==> src/rtl/core/wsa_pkg.sv <==
// Shared types and constants for the weighted slot allocator.
// Depends on nothing; every core file refers to it by scoped names.
`default_nettype none

package wsa_pkg;

	// Number of priority groups and the width of a group index
	localparam int GROUPS  = 4;
	localparam int GROUP_W = 2;

	// Field widths fixed by the register map and input format
	localparam int WEIGHT_W  = 8;
	localparam int TOTAL_W   = 10;   // sum of four 8-bit weights
	localparam int RAND_W    = 16;
	localparam int CFG_IDX_W = 8;

	// Weight register reset values, group 0 in the lowest byte
	localparam logic [GROUPS-1:0][WEIGHT_W-1:0] WEIGHT_RESET = {8'd0, 8'd9, 8'd3, 8'd1};

	// Control from the top level into the sequencer
	typedef struct packed {
		logic start;   // input transaction accepted this cycle
		logic take;    // finished result moved to the output register
	} seq_ctrl_t;

	// Status from the sequencer back to the top level
	typedef struct packed {
		logic idle;    // ready for a new item
		logic done;    // grants are final and waiting
	} seq_stat_t;

	// Handshake between the sequencer and the shared divider
	typedef struct packed {
		logic start;
	} div_ctrl_t;

	typedef struct packed {
		logic done;
	} div_stat_t;

endpackage

`default_nettype wire

==> src/rtl/core/wsa_div.sv <==
// Iterative restoring divider, one quotient bit per cycle.
// Shared by the allocator for budget/total and random mod total.
// Uses wsa_pkg for its handshake structs.
`default_nettype none

module wsa_div #(
	parameter int DW = 16,   // dividend width
	parameter int VW = 10    // divisor width
) (
	input  wire                  clk,
	input  wire                  arst_n,
	input  wsa_pkg::div_ctrl_t   ctrl,
	input  wire  [DW-1:0]        dividend,
	input  wire  [VW-1:0]        divisor,
	output wsa_pkg::div_stat_t   stat,
	output logic [DW-1:0]        quotient,
	output logic [VW-1:0]        remainder
);

	localparam int CW = $clog2(DW + 1);

	logic          run_q;
	logic          done_q;
	logic [CW-1:0] cnt_q;
	logic [DW-1:0] quo_q;
	logic [VW-1:0] rem_q;

	logic [VW:0]   trial;
	logic          fits;
	logic [VW:0]   diff;

	// Shift the next dividend bit into the partial remainder and try a subtract
	always_comb begin
		trial = {rem_q, quo_q[DW-1]};
		fits  = trial >= {1'b0, divisor};
		diff  = trial - {1'b0, divisor};
	end

	always_ff @(posedge clk or negedge arst_n) begin
		if (!arst_n) begin
			run_q  <= 1'b0;
			done_q <= 1'b0;
			cnt_q  <= '0;
		end else begin
			done_q <= 1'b0;
			if (ctrl.start) begin
				run_q <= 1'b1;
				cnt_q <= '0;
			end else if (run_q) begin
				if (cnt_q == CW'(DW - 1)) begin
					run_q  <= 1'b0;
					done_q <= 1'b1;
				end
				cnt_q <= cnt_q + 1'b1;
			end
		end
	end

	// Datapath: quotient bits shift in as dividend bits shift out
	always_ff @(posedge clk) begin
		if (ctrl.start) begin
			quo_q <= dividend;
			rem_q <= '0;
		end else if (run_q) begin
			quo_q <= {quo_q[DW-2:0], fits};
			rem_q <= fits ? diff[VW-1:0] : trial[VW-1:0];
		end
	end

	assign stat.done = done_q;
	assign quotient  = quo_q;
	assign remainder = rem_q;

endmodule

`default_nettype wire

==> src/rtl/core/wsa_seq.sv <==
// Allocation sequencer: equal-share rounds and round-robin remainder,
// walking the four groups in turn around a shared divider.
// Depends on wsa_pkg and wsa_div.
`default_nettype none

module wsa_seq #(
	parameter int COUNT_BITS = 10
) (
	input  wire                                                  clk,
	input  wire                                                  arst_n,
	input  wsa_pkg::seq_ctrl_t                                   ctrl,
	input  wire  [wsa_pkg::GROUPS-1:0][wsa_pkg::WEIGHT_W-1:0]    weight,
	input  wire  [COUNT_BITS-1:0]                                budget,
	input  wire  [wsa_pkg::GROUPS-1:0][COUNT_BITS-1:0]           size,
	input  wire  [wsa_pkg::RAND_W-1:0]                           rnd,
	output wsa_pkg::seq_stat_t                                   stat,
	output logic [wsa_pkg::GROUPS-1:0][COUNT_BITS-1:0]           grant
);

	localparam int CB = COUNT_BITS;
	localparam int WW = wsa_pkg::WEIGHT_W;
	localparam int TW = wsa_pkg::TOTAL_W;
	localparam int GW = wsa_pkg::GROUP_W;
	localparam int DW = (CB > wsa_pkg::RAND_W) ? CB : wsa_pkg::RAND_W;
	localparam int LW = (CB > TW) ? CB : TW;
	localparam int MW = (CB > WW) ? CB : WW;
	localparam int PW = CB + WW;

	typedef enum logic [3:0] {
		ST_IDLE,
		ST_CHECK,
		ST_DIVQ,
		ST_MUL,
		ST_APPLY,
		ST_DIVR,
		ST_FIND,
		ST_RR,
		ST_DONE
	} state_t;

	state_t state_q;

	logic [CB-1:0]                      left_q;
	logic [wsa_pkg::GROUPS-1:0][CB-1:0] size_q;
	logic [wsa_pkg::GROUPS-1:0][CB-1:0] grant_q;
	logic [wsa_pkg::RAND_W-1:0]         rnd_q;
	logic [TW-1:0]                      total_q;
	logic [CB-1:0]                      base_q;
	logic [PW-1:0]                      product_q;
	logic [TW-1:0]                      start_q;
	logic [GW-1:0]                      g_q;

	// Divider hookup
	wsa_pkg::div_ctrl_t div_ctrl;
	wsa_pkg::div_stat_t div_stat;
	logic [DW-1:0]      div_dividend;
	logic [DW-1:0]      div_quo;
	logic [TW-1:0]      div_rem;

	// Per-group step helpers
	logic [WW-1:0] wgt;
	logic [CB-1:0] sz;
	logic [CB-1:0] gr;
	logic          active;
	logic [CB-1:0] need;
	logic [CB-1:0] share_u;
	logic [MW-1:0] span;
	logic [MW-1:0] rr_min;
	logic [CB-1:0] rr_u;
	logic [TW-1:0] total_sum;
	logic          can_share;
	logic          has_rest;
	logic          last_g;

	always_comb begin
		wgt     = weight[g_q];
		sz      = size_q[g_q];
		gr      = grant_q[g_q];
		active  = (wgt != '0) && (gr < sz);
		need    = sz - gr;
		share_u = (product_q < PW'(need)) ? product_q[CB-1:0] : need;
		// start is below the weight of the first remainder group, zero afterwards
		span    = MW'(wgt - start_q[WW-1:0]);
		rr_min  = (MW'(left_q) < MW'(need)) ? MW'(left_q) : MW'(need);
		rr_min  = (span < rr_min) ? span : rr_min;
		rr_u    = rr_min[CB-1:0];
		last_g  = g_q == GW'(wsa_pkg::GROUPS - 1);
	end

	// Total weight of groups that have members
	always_comb begin
		total_sum = '0;
		for (int g = 0; g < wsa_pkg::GROUPS; g++) begin
			if (size[g] != '0) begin
				total_sum = total_sum + TW'(weight[g]);
			end
		end
	end

	always_comb begin
		can_share = (total_q != '0) && (LW'(left_q) >= LW'(total_q));
		has_rest  = (total_q != '0) && (left_q != '0);
	end

	// Divider starts from the round check: budget/total or random mod total
	always_comb begin
		div_ctrl.start = (state_q == ST_CHECK) && (can_share || has_rest);
		div_dividend   = can_share ? DW'(left_q) : DW'(rnd_q);
	end

	wsa_div #(
		.DW(DW),
		.VW(TW)
	) u_div (
		.clk       (clk),
		.arst_n    (arst_n),
		.ctrl      (div_ctrl),
		.dividend  (div_dividend),
		.divisor   (total_q),
		.stat      (div_stat),
		.quotient  (div_quo),
		.remainder (div_rem)
	);

	// Sequencer state
	always_ff @(posedge clk or negedge arst_n) begin
		if (!arst_n) begin
			state_q <= ST_IDLE;
		end else begin
			case (state_q)
				ST_IDLE: begin
					if (ctrl.start) begin
						state_q <= ST_CHECK;
					end
				end
				ST_CHECK: begin
					if (can_share) begin
						state_q <= ST_DIVQ;
					end else if (has_rest) begin
						state_q <= ST_DIVR;
					end else begin
						state_q <= ST_DONE;
					end
				end
				ST_DIVQ: begin
					if (div_stat.done) begin
						state_q <= ST_MUL;
					end
				end
				ST_MUL: begin
					state_q <= ST_APPLY;
				end
				ST_APPLY: begin
					state_q <= last_g ? ST_CHECK : ST_MUL;
				end
				ST_DIVR: begin
					if (div_stat.done) begin
						state_q <= ST_FIND;
					end
				end
				ST_FIND: begin
					if (active && (start_q < TW'(wgt))) begin
						state_q <= ST_RR;
					end
				end
				ST_RR: begin
					if (!has_rest) begin
						state_q <= ST_DONE;
					end
				end
				ST_DONE: begin
					if (ctrl.take) begin
						state_q <= ST_IDLE;
					end
				end
				default: begin
					state_q <= ST_IDLE;
				end
			endcase
		end
	end

	// Working registers
	always_ff @(posedge clk) begin
		case (state_q)
			ST_IDLE: begin
				left_q  <= budget;
				size_q  <= size;
				rnd_q   <= rnd;
				total_q <= total_sum;
				grant_q <= '0;
				g_q     <= '0;
			end
			ST_DIVQ: begin
				base_q <= div_quo[CB-1:0];
				g_q    <= '0;
			end
			ST_MUL: begin
				product_q <= PW'(base_q) * PW'(wgt);
			end
			ST_APPLY: begin
				// Equal share for one group, capped by what it still needs
				if (active) begin
					grant_q[g_q] <= gr + share_u;
					left_q       <= left_q - share_u;
					if (share_u == need) begin
						total_q <= total_q - TW'(wgt);
					end
				end
				g_q <= g_q + 1'b1;
			end
			ST_DIVR: begin
				start_q <= div_rem;
				g_q     <= '0;
			end
			ST_FIND: begin
				// Walk the weighted positions to the group holding the start
				if (active) begin
					if (start_q >= TW'(wgt)) begin
						start_q <= start_q - TW'(wgt);
						g_q     <= g_q + 1'b1;
					end
				end else begin
					g_q <= g_q + 1'b1;
				end
			end
			ST_RR: begin
				// Round-robin remainder, one group visit per cycle
				if (has_rest) begin
					if (active) begin
						grant_q[g_q] <= gr + rr_u;
						left_q       <= left_q - rr_u;
						start_q      <= '0;
						if (rr_u == need) begin
							total_q <= total_q - TW'(wgt);
						end
					end
					g_q <= g_q + 1'b1;
				end
			end
			default: begin
			end
		endcase
	end

	assign stat.idle = state_q == ST_IDLE;
	assign stat.done = state_q == ST_DONE;
	assign grant     = grant_q;

endmodule

`default_nettype wire

==> src/rtl/core/weighted_slot_allocator_core.sv <==
// Weighted slot allocator: splits a slot budget over four groups by
// configured weights, one item at a time. Item i/o is a stream pair with
// an output register, so a new item is taken while a result waits.
// For COUNT_BITS up to 16 the shared divider runs 16 steps per division.
// With zero budget or zero total weight an item goes from the check
// straight to done. Each equal-share round is a check, the division and
// a multiply and an update for each group. There are at most four
// rounds, because every round but the last fills a group. A remainder
// adds the check and the modulo division, a walk over up to four groups
// to find the start group, the round-robin group visits and a finish
// step. When only a weight-one group is still open, that is four visits
// per slot. A result stalled on m_tready holds the next item in its done
// state. Weight registers are written through the cfg channel, which is
// always ready.
// Depends on wsa_pkg and wsa_seq.
`default_nettype none

module weighted_slot_allocator_core #(
	parameter int COUNT_BITS = 10
) (
	input  wire                                  clk,
	input  wire                                  arst_n,
	// Weight register writes
	input  wire                                  cfg_valid,
	output logic                                 cfg_ready,
	input  wire  [wsa_pkg::CFG_IDX_W-1:0]        cfg_index,
	input  wire  [wsa_pkg::WEIGHT_W-1:0]         cfg_data,
	// Input items
	input  wire                                  s_tvalid,
	output logic                                 s_tready,
	// s_tdata, low bit up: slot_budget, size_group0, size_group1,
	// size_group2, size_group3, random_word, zero pad
	input  wire  [((5*COUNT_BITS + wsa_pkg::RAND_W + 7) / 8) * 8 - 1:0] s_tdata,
	// Results
	output logic                                 m_tvalid,
	input  wire                                  m_tready,
	// m_tdata, low bit up: grant_group0, grant_group1, grant_group2,
	// grant_group3, zero pad
	output logic [((4*COUNT_BITS + 7) / 8) * 8 - 1:0] m_tdata
);

	localparam int CB = COUNT_BITS;
	localparam int OW = ((4*COUNT_BITS + 7) / 8) * 8;
	localparam int NG = wsa_pkg::GROUPS;

	logic [NG-1:0][wsa_pkg::WEIGHT_W-1:0] weight_q;

	logic [CB-1:0]                  budget;
	logic [NG-1:0][CB-1:0]          size;
	logic [wsa_pkg::RAND_W-1:0]     rnd;
	logic [NG-1:0][CB-1:0]          grant;
	logic [OW-1:0]                  out_pack;

	wsa_pkg::seq_ctrl_t seq_ctrl;
	wsa_pkg::seq_stat_t seq_stat;

	logic          m_tvalid_q;
	logic [OW-1:0] m_tdata_q;

	// Weight registers
	assign cfg_ready = 1'b1;

	always_ff @(posedge clk or negedge arst_n) begin
		if (!arst_n) begin
			weight_q <= wsa_pkg::WEIGHT_RESET;
		end else if (cfg_valid && (cfg_index < wsa_pkg::CFG_IDX_W'(NG))) begin
			weight_q[cfg_index[wsa_pkg::GROUP_W-1:0]] <= cfg_data;
		end
	end

	// Unpack the input transaction
	always_comb begin
		budget = s_tdata[CB-1:0];
		for (int g = 0; g < NG; g++) begin
			size[g] = s_tdata[CB*(g+1) +: CB];
		end
		rnd = s_tdata[CB*(NG+1) +: wsa_pkg::RAND_W];
	end

	assign s_tready       = seq_stat.idle;
	assign seq_ctrl.start = s_tvalid && seq_stat.idle;
	assign seq_ctrl.take  = seq_stat.done && (!m_tvalid_q || m_tready);

	wsa_seq #(
		.COUNT_BITS(CB)
	) u_seq (
		.clk    (clk),
		.arst_n (arst_n),
		.ctrl   (seq_ctrl),
		.weight (weight_q),
		.budget (budget),
		.size   (size),
		.rnd    (rnd),
		.stat   (seq_stat),
		.grant  (grant)
	);

	// Pack grants for the output register
	always_comb begin
		out_pack = '0;
		for (int g = 0; g < NG; g++) begin
			out_pack[g*CB +: CB] = grant[g];
		end
	end

	// Output register
	always_ff @(posedge clk or negedge arst_n) begin
		if (!arst_n) begin
			m_tvalid_q <= 1'b0;
		end else if (seq_ctrl.take) begin
			m_tvalid_q <= 1'b1;
		end else if (m_tready) begin
			m_tvalid_q <= 1'b0;
		end
	end

	always_ff @(posedge clk) begin
		if (seq_ctrl.take) begin
			m_tdata_q <= out_pack;
		end
	end

	assign m_tvalid = m_tvalid_q;
	assign m_tdata  = m_tdata_q;

endmodule

`default_nettype wire
==> config.mk <==
export PLATFORM = sky130hd
export DESIGN_NAME = weighted_slot_allocator_core
export DESIGN_NICKNAME = d
export VERILOG_FILES = /design/src/rtl/core/wsa_pkg.sv /design/src/rtl/core/wsa_div.sv /design/src/rtl/core/wsa_seq.sv /design/src/rtl/core/weighted_slot_allocator_core.sv
export SDC_FILE = /design/constraint.sdc
export NUM_CORES = 1
export LEC_CHECK = 0
export BUFFER_PORTS_ARGS = -buffer_cell sky130_fd_sc_hd__buf_2
export CAP_MARGIN = 25
export CORE_MARGIN = 2
export CORE_UTILIZATION = 55
export DETAILED_ROUTE_END_ITERATION = 10
export PLACE_DENSITY_LB_ADDON = 0.05
export SLEW_MARGIN = 20
export SYNTH_ARGS = -nofsm -noshare
export SYNTH_HDL_FRONTEND = slang
export SYNTH_SLANG_ARGS = --single-unit
==> constraint.sdc <==
create_clock -name clk -period 9.3 [get_ports clk]
set_input_delay 1.395 -clock clk [delete_from_list [all_inputs] [get_ports clk]]
set_output_delay 1.395 -clock clk [all_outputs]
set_load 0.02 [all_outputs]
# Yosys cells after proc, flatten, opt, wreduce, memory -nomap -nowiden
# Cells that the tools add are included.
[totals]
wordCells = 180
regBits = 266
inputBits = 93
out_inout_bits = 43
[op_classes]
n_eq_ne = 26
order_cmp = 13
n_mux = 67
addsub = 14
n_mul = 1
n_reduce_logical = 32
[op_table]
columns = ["operator", "n"]
rows = [
  ["2-to-1 mux 10 bit", 22],
  ["2-to-1 mux 40 bit", 3],
  ["one-hot mux 40 bit (3 select lines)", 1],
  ["one-hot mux 10 bit (3 select lines)", 3],
  ["bitwise mux 40 bit", 2],
  ["nonzero test 10 bit", 6],
  ["2-to-1 mux 16 bit", 3],
  ["binary-select mux 10 bit (select 2 bit)", 2],
  ["subtractor 10 bit", 4],
  ["one-hot mux 4 bit (9 select lines)", 1],
  ["bitwise mux 32 bit", 1],
  ["2-to-1 mux 4 bit", 8],
  ["less-than comparator 10 bit", 3],
  ["2-to-1 mux 8 bit", 3],
  ["adder 10 bit", 2],
  ["adder 10 x 8 -> 10 bit", 2],
  ["demux 10 bit (select 2 bit)", 1],
  ["equality test 10 bit", 2],
  ["subtractor 10 x 8 -> 10 bit", 2],
  ["less-than comparator 18 x 10 -> 1 bit", 1],
  ["multiplier 10 x 8 -> 18 bit", 1],
  ["!= test 2 x 1 -> 1 bit (second input constant)", 9],
  ["binary-select mux 8 bit (select 2 bit)", 1],
  ["demux 8 bit (select 2 bit)", 1],
  ["other kinds (36)", 69],
]

# Depth between registers and ports, before layout
# Gate-level depths: netlist of run 1.
[depth]
depth_word = 12
depth_mapped = 45

# Cells and area by module
# A second synthesis of run 1 with hierarchy kept.
[unflattened]
cells_unflattened = 1804
hier_area_um2 = 19422.4
[modules_own_cells]
columns = ["mod", "area_per_inst_um2", "cells_per_inst", "instances", "seq_area_each_um2"]
rows = [
  ["wsa_seq", 14914.3, 1504, 1, 4784.6],
  ["weighted_slot_allocator_core", 2532.4, 119, 1, 2033.2],
  ["wsa_div", 1975.6, 181, 1, 855.8],
]

# Worst setup path after synthesis of run 1
# OpenSTA, ideal clock, no wires.
[synth_path]
path_type = "register to register"
startpoint = "reg u_seq.g_q[0]"
endpoint = "reg u_seq.grant_q, in the netlist u_seq.grant[19], data pin"
required_time_ns = 9.029
path_stages_with_launch = 43
setup_time_ns = 0.271
period_less_slack_ns = 9.662
arrival_time_ns = 9.391
slack_ns = -0.362
n_path_buf = 4
path_cell_list = "edfxtp_1 -> buf_2 -> buf_1 -> mux4_2 -> inv_1 -> ha_1 -> inv_1 -> fa_1 -> a211oi_1 -> nor2_1 -> o21ai_0 -> nand2b_1 -> xnor2_1 -> ha_1 -> o21ai_0 -> a21oi_1 -> o22a_1 -> maj3_2 -> (+7 left out) -> inv_1 -> a2111o_1 -> o211ai_4 -> buf_2 -> nand2_1 -> o21ai_0 -> ha_1 -> a21o_1 -> a21oi_1 -> o21bai_1 -> a21oi_1 -> o21ai_0 -> a21o_1 -> a21oi_1 -> xnor2_1 -> xnor2_1 -> a22oi_1 -> mux2i_1"
[synth_via]
elab_chain_len = 12
elab_cells_between_ends = 27
cone_classes = "add/sub: 4; order compare: 5; mux: 17; reduce/logical: 1"
[synth_lines]
columns = ["item", "line", "rtl"]
rows = [
  ["start, declared", "wsa_seq.sv:51", "logic [GW-1:0] g_q;"],
  ["start signal, assigned", "wsa_seq.sv:210", "g_q <= g_q + 1'b1;"],
  ["start signal, assigned", "wsa_seq.sv:221", "g_q <= g_q + 1'b1;"],
  ["start signal, assigned", "wsa_seq.sv:224", "g_q <= g_q + 1'b1;"],
  ["binary-select mux 10 bit (select 2 bit) (on tied branches)", "wsa_seq.sv:77, wsa_seq.sv:78", ""],
  ["2-to-1 mux 10 bit (on tied branches)", "wsa_seq.sv:77, wsa_seq.sv:78", ""],
  ["subtractor 10 bit", "wsa_seq.sv:80", "need = sz - gr;"],
  ["less-than comparator 10 bit", "wsa_seq.sv:84", "rr_min = (MW'(left_q) < MW'(need)) ? MW'(left_q) : MW'(need);"],
  ["2-to-1 mux 10 bit", "wsa_seq.sv:84", ""],
  ["less-than comparator 10 bit", "wsa_seq.sv:85", "rr_min = (span < rr_min) ? span : rr_min;"],
  ["2-to-1 mux 10 bit", "wsa_seq.sv:85", ""],
  ["adder 10 bit", "wsa_seq.sv:231", "grant_q[g_q] <= gr + rr_u;"],
  ["bitwise mux 40 bit", "wsa_seq.sv:231", ""],
  ["2-to-1 mux 40 bit", "wsa_seq.sv:230", "if (active) begin"],
  ["2-to-1 mux 40 bit", "wsa_seq.sv:229", "if (has_rest) begin"],
  ["one-hot mux 40 bit (3 select lines) (*)", "wsa_seq.sv:185", "case (state_q)"],
  ["end signal, assigned by index", "wsa_seq.sv:204", "grant_q[g_q] <= gr + share_u;"],
  ["end signal, assigned by index", "wsa_seq.sv:231", ""],
  ["end, declared", "wsa_seq.sv:45", "logic [wsa_pkg::GROUPS-1:0][CB-1:0] grant_q;"],
]
# Mark *: on every way between the ends. The rest lies on a longest branch, timed or not. The select of a mux whose other input is x is not followed.
# A chain may end at the register's enable or synchronous reset.

# Final worst setup path of run 1
[layout_path]
startpoint = "reg u_seq.g_q[0]"
endpoint = "reg u_seq.grant_q, in the netlist u_seq.grant[9], data pin"
# The elaborated chain is that of the path after synthesis.

==> results.toml, run 1 <==
[grt]
antenna_found_initial = 0
grtUsageTotal_pct = 26.9
grt.overflow.total = 0
grt_pass1_wl_um = 75100
grt_max_degree = 60
first_global_vias = 13841

[finish]
nFillCells = 2837
areaGrowthSynthToFinish_pct = 12.5
antenna_cells = 0
drive_gt1_share_pct = 15.9
nNetsFinal = 2239

[synth]
syn-num-nets = 2100
synthFlopType = "edfxtp_1"
ys_seq_area_share_pct = 40.3
synth_cell_type_count = 71
synth_fa_ha_area_share_pct = 17.7
yosys.area.top_type = "edfxtp_1"
synth_compound_area_share_pct = 12.6
netlist_instances = 1776
synth_seq_cells = 266
synth-async-reset-ratio_pct = 16.5
yosysWarnings = 0
synth_top_area_share_pct = 33.5
synth-edff-count = 212
syn-cell-area_mm2 = 0.0190
synthTopCellsByArea = "edfxtp_1, ha_1, fa_1"
synth.area.mux_share_pct = 8.77
synthXorXnorAreaFrac_pct = 5.19
synth_top_family_by_area = "adder cells"
avgSynthCellArea_um2 = 10.7
synthSimpleGateAreaFrac_pct = 10.9

[setup_path]
cp_slowest_cell = "mux4_2"
worstPathRequired_ns = 9.60
path_class = "flop to flop"
cp-start-kind = "flop"
worst_ep_arrival_time_ns = 9.07
slowest_delay_ns = 0.48
endpoint_kind = "flop"
cp_max_fo = 19

[sta]
tns_ns = 0
skew_ns = 0.0164
slew_viol_final = 0
finalSetupViolations = 0
worst_slew_pin_slew_ns = 0.926
max_slew_margin_pct = 38.3
rsz0062_at_grt = "no"
post-route-period-util_pct = 94.4
hold_viol_final = 0
min_period_ns = 8.78
max_freq_mhz = 114

[routing]
wl_um = 47700
wl_per_cell_um = 19.9
drt_iter0_drc = 892
num_vias = 13837
first_pass_iters = 5
ant_nets = 0
drc = 0
via_per_inst = 5.78

[floorplanning]
start_util_pct = 55.5
rows = 68
die-area_mm2 = 0.0361
die-height_um = 190
ios = 136
dieWidth_um = 190
coreArea_mm2 = 0.0343

[clock_tree]
hold_buffers = 0
cts_buffers = 30
clock-root-buffer = "clkbuf_16"
clkSinkCount = 266
htreeDepth = 1
clock_path_buffers = 3
tritoncts = "built"
insertion_delay_ns = 0.58
cts.clk_slew.worst_paths_ns = 0.06

[flow_run]
cap_violations = 0

[placement]
io_buffer_count = 128
hpwlAfterDp_um = 36100
place_congestion = 0.901

[outcome]
status = "completed"

[min_path]
hp-class = "flop to flop"
## cells in the final DEF, fill, tap and decap left out, types with 9 or more instances in the layout
master	n
a22o_1	13
dfxtp_1	10
o31ai_1	9
nor4_1	21
and2_1	55
xor2_1	41
o21bai_1	19
nand4_1	10
o21a_1	13
inv_1	157
nand3_1	24
mux2i_1	61
a21boi_0	10
edfxtp_1	212
nor2_1	88
nand2b_1	14
ha_1	172
nand2_1	162
a21o_1	30
buf_4	39
a21oi_1	99
dfrtp_1	39
nor3_1	15
xnor2_1	69
clkbuf_16	30
buf_2	128
o211ai_1	14
mux2_2	38
mux4_2	28
a211oi_1	13
o21ai_0	102
fa_1	59
nor2b_1	19
## logic make-up after synthesis
group	after synthesis
XOR/XNOR	112
AO/OA/AOI/OAI	376
multiplexers	127
buffers and inverters	222
AND/OR/NAND/NOR	437
adder cells (fa/ha/maj)	235
flip-flops	266
other	1
## path summary, 6_finish.rpt
path                                         start               end  slack (ns)  cells past startpoint
hold / removal             u_seq.u_div.quotient[6]   u_seq.base_q[6]        0.46                      0
setup reg to reg                      u_seq.g_q[0]    u_seq.grant[9]        0.52                     40
max in group asynchronous                   arst_n      weight_q[19]        7.99                      2
min in group asynchronous                   arst_n  u_seq.state_q[0]        0.74                      1
setup / recovery                      u_seq.g_q[0]    u_seq.grant[9]        0.52                     40
hold reg to reg            u_seq.u_div.quotient[6]   u_seq.base_q[6]        0.46                      0
## critical path, delay by kind of cell, from the launching register on
kind / cells / cell delay [ns]
AOI/OAI and AO/OA: 17 / 3.46
xor gates and xnor gates: 3 / 0.41
adders and majority gates: 7 / 2.17
buffers and inverters: 7 / 0.96
DFF: 1 / 0.42
muxes: 3 / 0.77
and+or+nand+nor: 3 / 0.28
## timing repair
item	in CTS	in global routing
resized for setup	1	11
cloned	0	0
setup endpoints to repair	4	21
pin swaps	0	2
setup buffers	3	4
## routing by layer
metal / GRT usage, % / wire length [um]
met5: 0 / 0
met4: 7.69 / 1240
met3: 3.91 / 2670
met2: 45.3 / 22700
met1: 36.3 / 21100
## Yosys cell counts (5+ instances only)
cell      count
a211oi_1     13
a22o_1       13
a21boi_0     10
mux2i_1      61
buf_1         7
a31oi_1       5
mux2_2       38
nor3_1       15
o21ai_0     108
dfstp_2       5
o211ai_1     14
dfrtp_1      39
mux4_2       28
a22oi_1      10
nand3_1      24
and2_1       55
nand2b_1     14
fa_1         59
xor2_1       41
inv_1       158
xnor2_1      70
or3_1         6
buf_2         6
o31ai_1       9
edfxtp_1    212
and3_1        7
a21o_1       30
nand4_1      10
nor2_1       88
nand2_1     163
ha_1        172
a21oi_1     100
o21a_1       13
clkbuf_1     48
dfxtp_1      10
nor4_1       21
nor2b_1      20
o21bai_1     19
## registers in the layout, indices dropped and copies added (netlist names), 2 cells and up
register               cells
u_seq.left_q              10
u_seq.u_div.quotient      16
u_seq.base_q              10
u_seq.g_q                  2
u_seq.state_q              4
m_tdata                   40
u_seq.rnd_q               16
weight_q                  32
u_seq.size_q              40
u_seq.u_div.cnt_q          5
u_seq.total_q             10
u_seq.product_q           18
u_seq.start_q             10
u_seq.grant               40
u_seq.u_div.remainder     10
## through the flow
stage	cells	util, %	instance area (um2)	setup WS, ns	hold WS, ns
6_report	2393	62.5	21400	0.524	0.459
5_1_grt	2393	62.5	21400	0.0130	0.475
4_1_cts	2388	62.2	21300	0.105	0.456
3_5_place_dp	2330	59.2	20300	0.0481	0.444
3_3_place_gp	2329	59.1	20300	0.194	0.438
2_1_floorplan	1776	-	19000	0.0230	0.426
## area by class of cell
type | instances | area [um2] | area share [%]
flip-flops and latches | 266 | 7670 | 35.8
inverters | 159 | 597 | 2.79
well taps | 455 | 569 | 2.66
clock inverters | 20 | 243 | 1.13
multi-input cells | 1288 | 10600 | 49.3
repair buffers | 170 | 1000 | 4.67
clock buffers | 35 | 779 | 3.64
Power of run 1 is not shown: default switching activity piles up to over one toggle a cycle in this logic, so the estimate is an artifact.
==> inputs of run 2 (changes only) <==
--- a/config.mk
+++ b/config.mk
@@ -11,6 +11,7 @@
 export CORE_UTILIZATION = 55
 export DETAILED_ROUTE_END_ITERATION = 10
 export PLACE_DENSITY_LB_ADDON = 0.05
+export REMOVE_ABC_BUFFERS = 1
 export SLEW_MARGIN = 20
 export SYNTH_ARGS = -nofsm -noshare
 export SYNTH_HDL_FRONTEND = slang
==> constraint.sdc (replaced) <==
create_clock -name clk -period 9.2 [get_ports clk]
set_input_delay 1.38 -clock clk [delete_from_list [all_inputs] [get_ports clk]]
set_output_delay 1.38 -clock clk [all_outputs]
set_load 0.02 [all_outputs]
==> run 2 against run 1 <==
Net effect: via count rose by 0.24%; register-to-register slack got worse by 0.16 ns; die area unchanged; flip-flop and latch count stayed put; worst hold slack lost 0.0066 ns; count of clock-buffer cells in the layout rose by 6; utilization decreased by 0.26 points; global-route usage fell by 0.41 points; first-iteration DRC count increased by 4.5%; critical path depth grew 1; largest cell class unchanged.
==> results.toml, run 2 (synthesized netlist as in run 1, its figures left out) <==
[clock_tree]
tritoncts = "built"
hold_buffers = 0
clock-root-buffer = "clkbuf_16"
cts.clk_slew.worst_paths_ns = 0.06
clock_path_buffers = 3
insertion_delay_ns = 0.57
clkSinkCount = 266
htreeDepth = 1
cts_buffers = 29

[finish]
drive_gt1_share_pct = 16.2
final_cell_mix = "edfxtp_1, ha_1, nand2_1"
nFillCells = 2820
mostFrequentLayoutCell = "edfxtp_1"
antenna_cells = 0
nNetsFinal = 2241
areaGrowthSynthToFinish_pct = 12.1

[sta]
post-route-period-util_pct = 96.1
holdWs_ns = 0.453
finalSetupViolations = 0
slew_viol_final = 0
max_freq_mhz = 113
max_slew_margin_pct = 36.4
worst_slew_pin_slew_ns = 0.954
layout_setup_ws_ns = 0.361
skew_ns = 0.0251
hold_viol_final = 0
min_period_ns = 8.84

[setup_path]
cp-start-kind = "flop"
endpoint_kind = "flop"
slowest_delay_ns = 0.54
cp_max_fo = 9
worst_ep_arrival_time_ns = 9.13
rr_worst_depth = 41
r2r_end = "u_seq.left_q[9]"
cp_slowest_cell = "mux4_2"
r2r_start = "u_seq.g_q[0]"
path_class = "flop to flop"
reg2reg_slack_ns = 0.36
worstPathRequired_ns = 9.49

[routing]
drc = 0
drt_iter0_drc = 932
first_pass_iters = 5
num_vias = 13870
ant_nets = 0
via_per_inst = 5.79
wl_per_cell_um = 19.7
wl_um = 47300

[min_path]
hold_path_depth = 0
whs_endpoint = "u_seq.base_q[0]"
hold_path_startpoint = "u_seq.u_div.quotient[0]"
hp-class = "flop to flop"

[grt]
grt_max_degree = 60
first_global_vias = 13513
grtUsageMet2_pct = 45.1
grt_pass1_wl_um = 74400
globalRoute.busiestLayer = "met2"
grtUsageTotal_pct = 26.5
antenna_found_initial = 0
use_met3_pct = 2.60
grt.overflow.total = 0
use_met1_pct = 36.5

[floorplanning]
ios = 136
dieWidth_um = 190
rows = 68
start_util_pct = 55.5
die-height_um = 190
die-area_mm2 = 0.0361
coreArea_mm2 = 0.0343

[placement]
place_congestion = 0.974
io_buffer_count = 128
dp_slack_ns = -0.115
hpwlAfterDp_um = 35900

[flow_run]
cap_violations = 0

[outcome]
status = "completed"
## run 2: how the worst max path moves through the flow
stage                       from         endpoint  slack [ns]
floorplan           u_seq.g_q[0]  u_seq.grant[19]       -0.53
global placement    u_seq.g_q[0]  u_seq.grant[19]        0.18
detailed placement  u_seq.g_q[0]   u_seq.grant[9]       -0.11
CTS                 u_seq.g_q[0]  u_seq.grant[29]        0.06
global route        u_seq.g_q[0]  u_seq.left_q[8]       -0.06
finish              u_seq.g_q[0]  u_seq.left_q[9]        0.36
## run 2: what timing repair did
| item | 4_1_cts | 5_1_grt |
|---|---|---|
| buffers inserted | 0 | 2 |
| pin swaps | 0 | 3 |
| setup endpoints to repair | 7 | 20 |
| gates resized for setup | 4 | 18 |
## run 2: cell type report
| class | instances | area, um2 | share of cell area (%) |
|---|---|---|---|
| flip-flops and latches | 266 | 7670 | 36.0 |
| well taps | 455 | 569 | 2.67 |
| clock buffers | 41 | 801 | 3.75 |
| multi-input cells | 1288 | 10600 | 49.7 |
| inverters | 159 | 597 | 2.80 |
| repair buffers | 173 | 1010 | 4.76 |
| clock inverters | 12 | 82.6 | 0.387 |
## run 2: stage by stage
| step | setup TNS [ns] | utilization (%) | instances | area [um2] |
|---|---|---|---|---|
| after floorplan | -4.28 | - | 1713 | 18800 |
| after global placement | 0 | 59.2 | 2337 | 20300 |
| after detailed placement | -0.403 | 59.3 | 2338 | 20300 |
| after CTS | 0 | 61.9 | 2391 | 21200 |
| after global routing | -0.207 | 62.2 | 2394 | 21300 |
| final | 0 | 62.2 | 2394 | 21300 |
## run 2: worst max-delay path, delay by kind of cell (launching register included)
kind,cells,cell delay [ns]
compound gates,18,3.51
xor+xnor,2,0.34
fa+ha+maj,7,2.08
buf+inv,5,0.57
flops,1,0.50
mux,3,0.88
simple gates,6,0.67
## run 2: layer usage
metal  share of wire (%)  vias to the layer above
li1                    -                     6648
met1                  45                     6782
met2                  48                      369
met3                 4.7                       71
met4                 2.2                        0
met5                   0                        -
Power of run 2 is left out for the same reason.
==> inputs of run 3 (changes only) <==
--- a/config.mk
+++ b/config.mk
@@ -10,7 +10,7 @@
 export CORE_MARGIN = 2
 export CORE_UTILIZATION = 55
 export DETAILED_ROUTE_END_ITERATION = 10
-export PLACE_DENSITY_LB_ADDON = 0.05
+export PLACE_DENSITY_LB_ADDON = 0.12
 export REMOVE_ABC_BUFFERS = 1
 export SLEW_MARGIN = 20
 export SYNTH_ARGS = -nofsm -noshare
==> constraint.sdc (replaced) <==
create_clock -name clk -period 9.9 [get_ports clk]
set_input_delay 1.485 -clock clk [delete_from_list [all_inputs] [get_ports clk]]
set_output_delay 1.485 -clock clk [all_outputs]
set_load 0.02 [all_outputs]
==> run 3 against run 2 <==
Net effect: first-iteration DRC count decreased by 16%; design area decreased by 0.32%; critical path type unchanged; critical endpoint unchanged; non-clock buffer count decreased by 11.
==> results.toml, run 3 (synthesized netlist as in run 1, its figures left out) <==
[grt]
antenna_found_initial = 0
grt.overflow.total = 0
first_global_vias = 14136
grt_pass1_wl_um = 75800
grtUsageTotal_pct = 26.8
grt_max_degree = 60

[finish]
nFillCells = 2790
nNetsFinal = 2232
multiInputGateArea_mm2 = 0.0105
final_util_pct = 62.0
areaGrowthSynthToFinish_pct = 11.7
final_cell_mix = "edfxtp_1, ha_1, nand2_1"
antenna_cells = 0
seq_area_mm2 = 0.00767
mostFrequentLayoutCell = "edfxtp_1"
drive_gt1_share_pct = 15.2

[routing]
first_pass_iters = 5
via_per_inst = 5.85
drc = 0
drt_iter0_drc = 787
ant_nets = 0
wl_um = 47300
wl_per_cell_um = 19.8
num_vias = 13955

[sta]
worst_slew_pin_slew_ns = 0.874
max_freq_mhz = 106
min_period_ns = 9.39
finalSetupViolations = 0
hold_viol_final = 0
max_slew_margin_pct = 41.7
slew_viol_final = 0
post-route-period-util_pct = 94.9
skew_ns = 0.0287

[clock_tree]
cts.clk_slew.worst_paths_ns = 0.06
clock-root-buffer = "clkbuf_16"
cts_buffers = 31
tritoncts = "built"
clock_path_buffers = 3
clkSinkCount = 266
insertion_delay_ns = 0.59
htreeDepth = 1

[setup_path]
worst_ep_arrival_time_ns = 9.68
cp_max_fo = 9
slowest_delay_ns = 0.77
cp_slowest_cell = "edfxtp_1"
worstPathRequired_ns = 10.19
cp-start-kind = "flop"
crit_top_cell = "o21ai_0"
endpoint_kind = "flop"
path_class = "flop to flop"

[floorplanning]
coreArea_mm2 = 0.0343
die-height_um = 190
die-area_mm2 = 0.0361
start_util_pct = 55.5
dieWidth_um = 190
ios = 136
rows = 68

[flow_run]
cap_violations = 0

[placement]
place_congestion = 0.898
io_buffer_count = 128
hpwlAfterDp_um = 35700

[min_path]
hp-class = "flop to flop"

[outcome]
status = "completed"
-- run 3: final timing paths --
check                                         from  slack [ns]  depth (start not counted)                    to
setup / recovery                      u_seq.g_q[1]        0.51                         38       u_seq.left_q[9]
hold / removal             u_seq.u_div.quotient[1]        0.46                          0       u_seq.base_q[1]
setup reg to reg                      u_seq.g_q[1]        0.51                         38       u_seq.left_q[9]
hold reg to reg            u_seq.u_div.quotient[1]        0.46                          0       u_seq.base_q[1]
max in group asynchronous                   arst_n        8.58                          1          weight_q[24]
min in group asynchronous                   arst_n        0.89                          1  u_seq.u_div.cnt_q[3]
-- run 3: area by class of cell --
| class | count | area share (%) |
|---|---|---|
| Multi-Input combinational cell | 1288 | 49.6 |
| Tap cell | 455 | 2.68 |
| Clock buffer | 37 | 3.75 |
| Sequential cell | 266 | 36.1 |
| Inverter | 159 | 2.81 |
| Clock inverter | 19 | 0.824 |
| Timing Repair Buffer | 162 | 4.28 |
-- run 3: critical path: cells and delay by family, from the launching register on --
kind	cells	cell delay [ns]
AO/OA/AOI/OAI	18	3.72
adder cells (fa/ha/maj)	6	2.19
multiplexers	3	0.81
flip-flops	1	0.77
AND/OR/NAND/NOR	6	0.66
buffers and inverters	3	0.52
XOR/XNOR	2	0.39
-- run 3: metal layers --
layer  GRT usage [%]  routed length, um  vias to the layer above
met4            7.72               1420                        0
met1            35.4              20600                     6823
met5               0                  0                        -
met3            3.47               2340                       91
met2            46.4              22900                      401
li1                -                  -                     6640
-- run 3: metrics by stage --
step / setup slack, ns / hold WS, ns / instance area, um2 / TNS, ns / cells
after floorplan: 0.175 / 0.426 / 18800 / 0 / 1713
after global placement: 0.397 / 0.437 / 20200 / 0 / 2326
after detailed placement: 0.309 / 0.449 / 20200 / 0 / 2327
after CTS: 0.265 / 0.461 / 21200 / 0 / 2383
after global routing: -0.0281 / 0.480 / 21300 / -0.0281 / 2386
final: 0.510 / 0.458 / 21300 / 0 / 2386
-- run 3: timing repair --
action                     in CTS  in global routing
hold buffers                    0                  0
setup endpoints to repair       0                 10
setup buffers                   0                  2
resized for setup               0                  3
Power of run 3 is left out for the same reason.
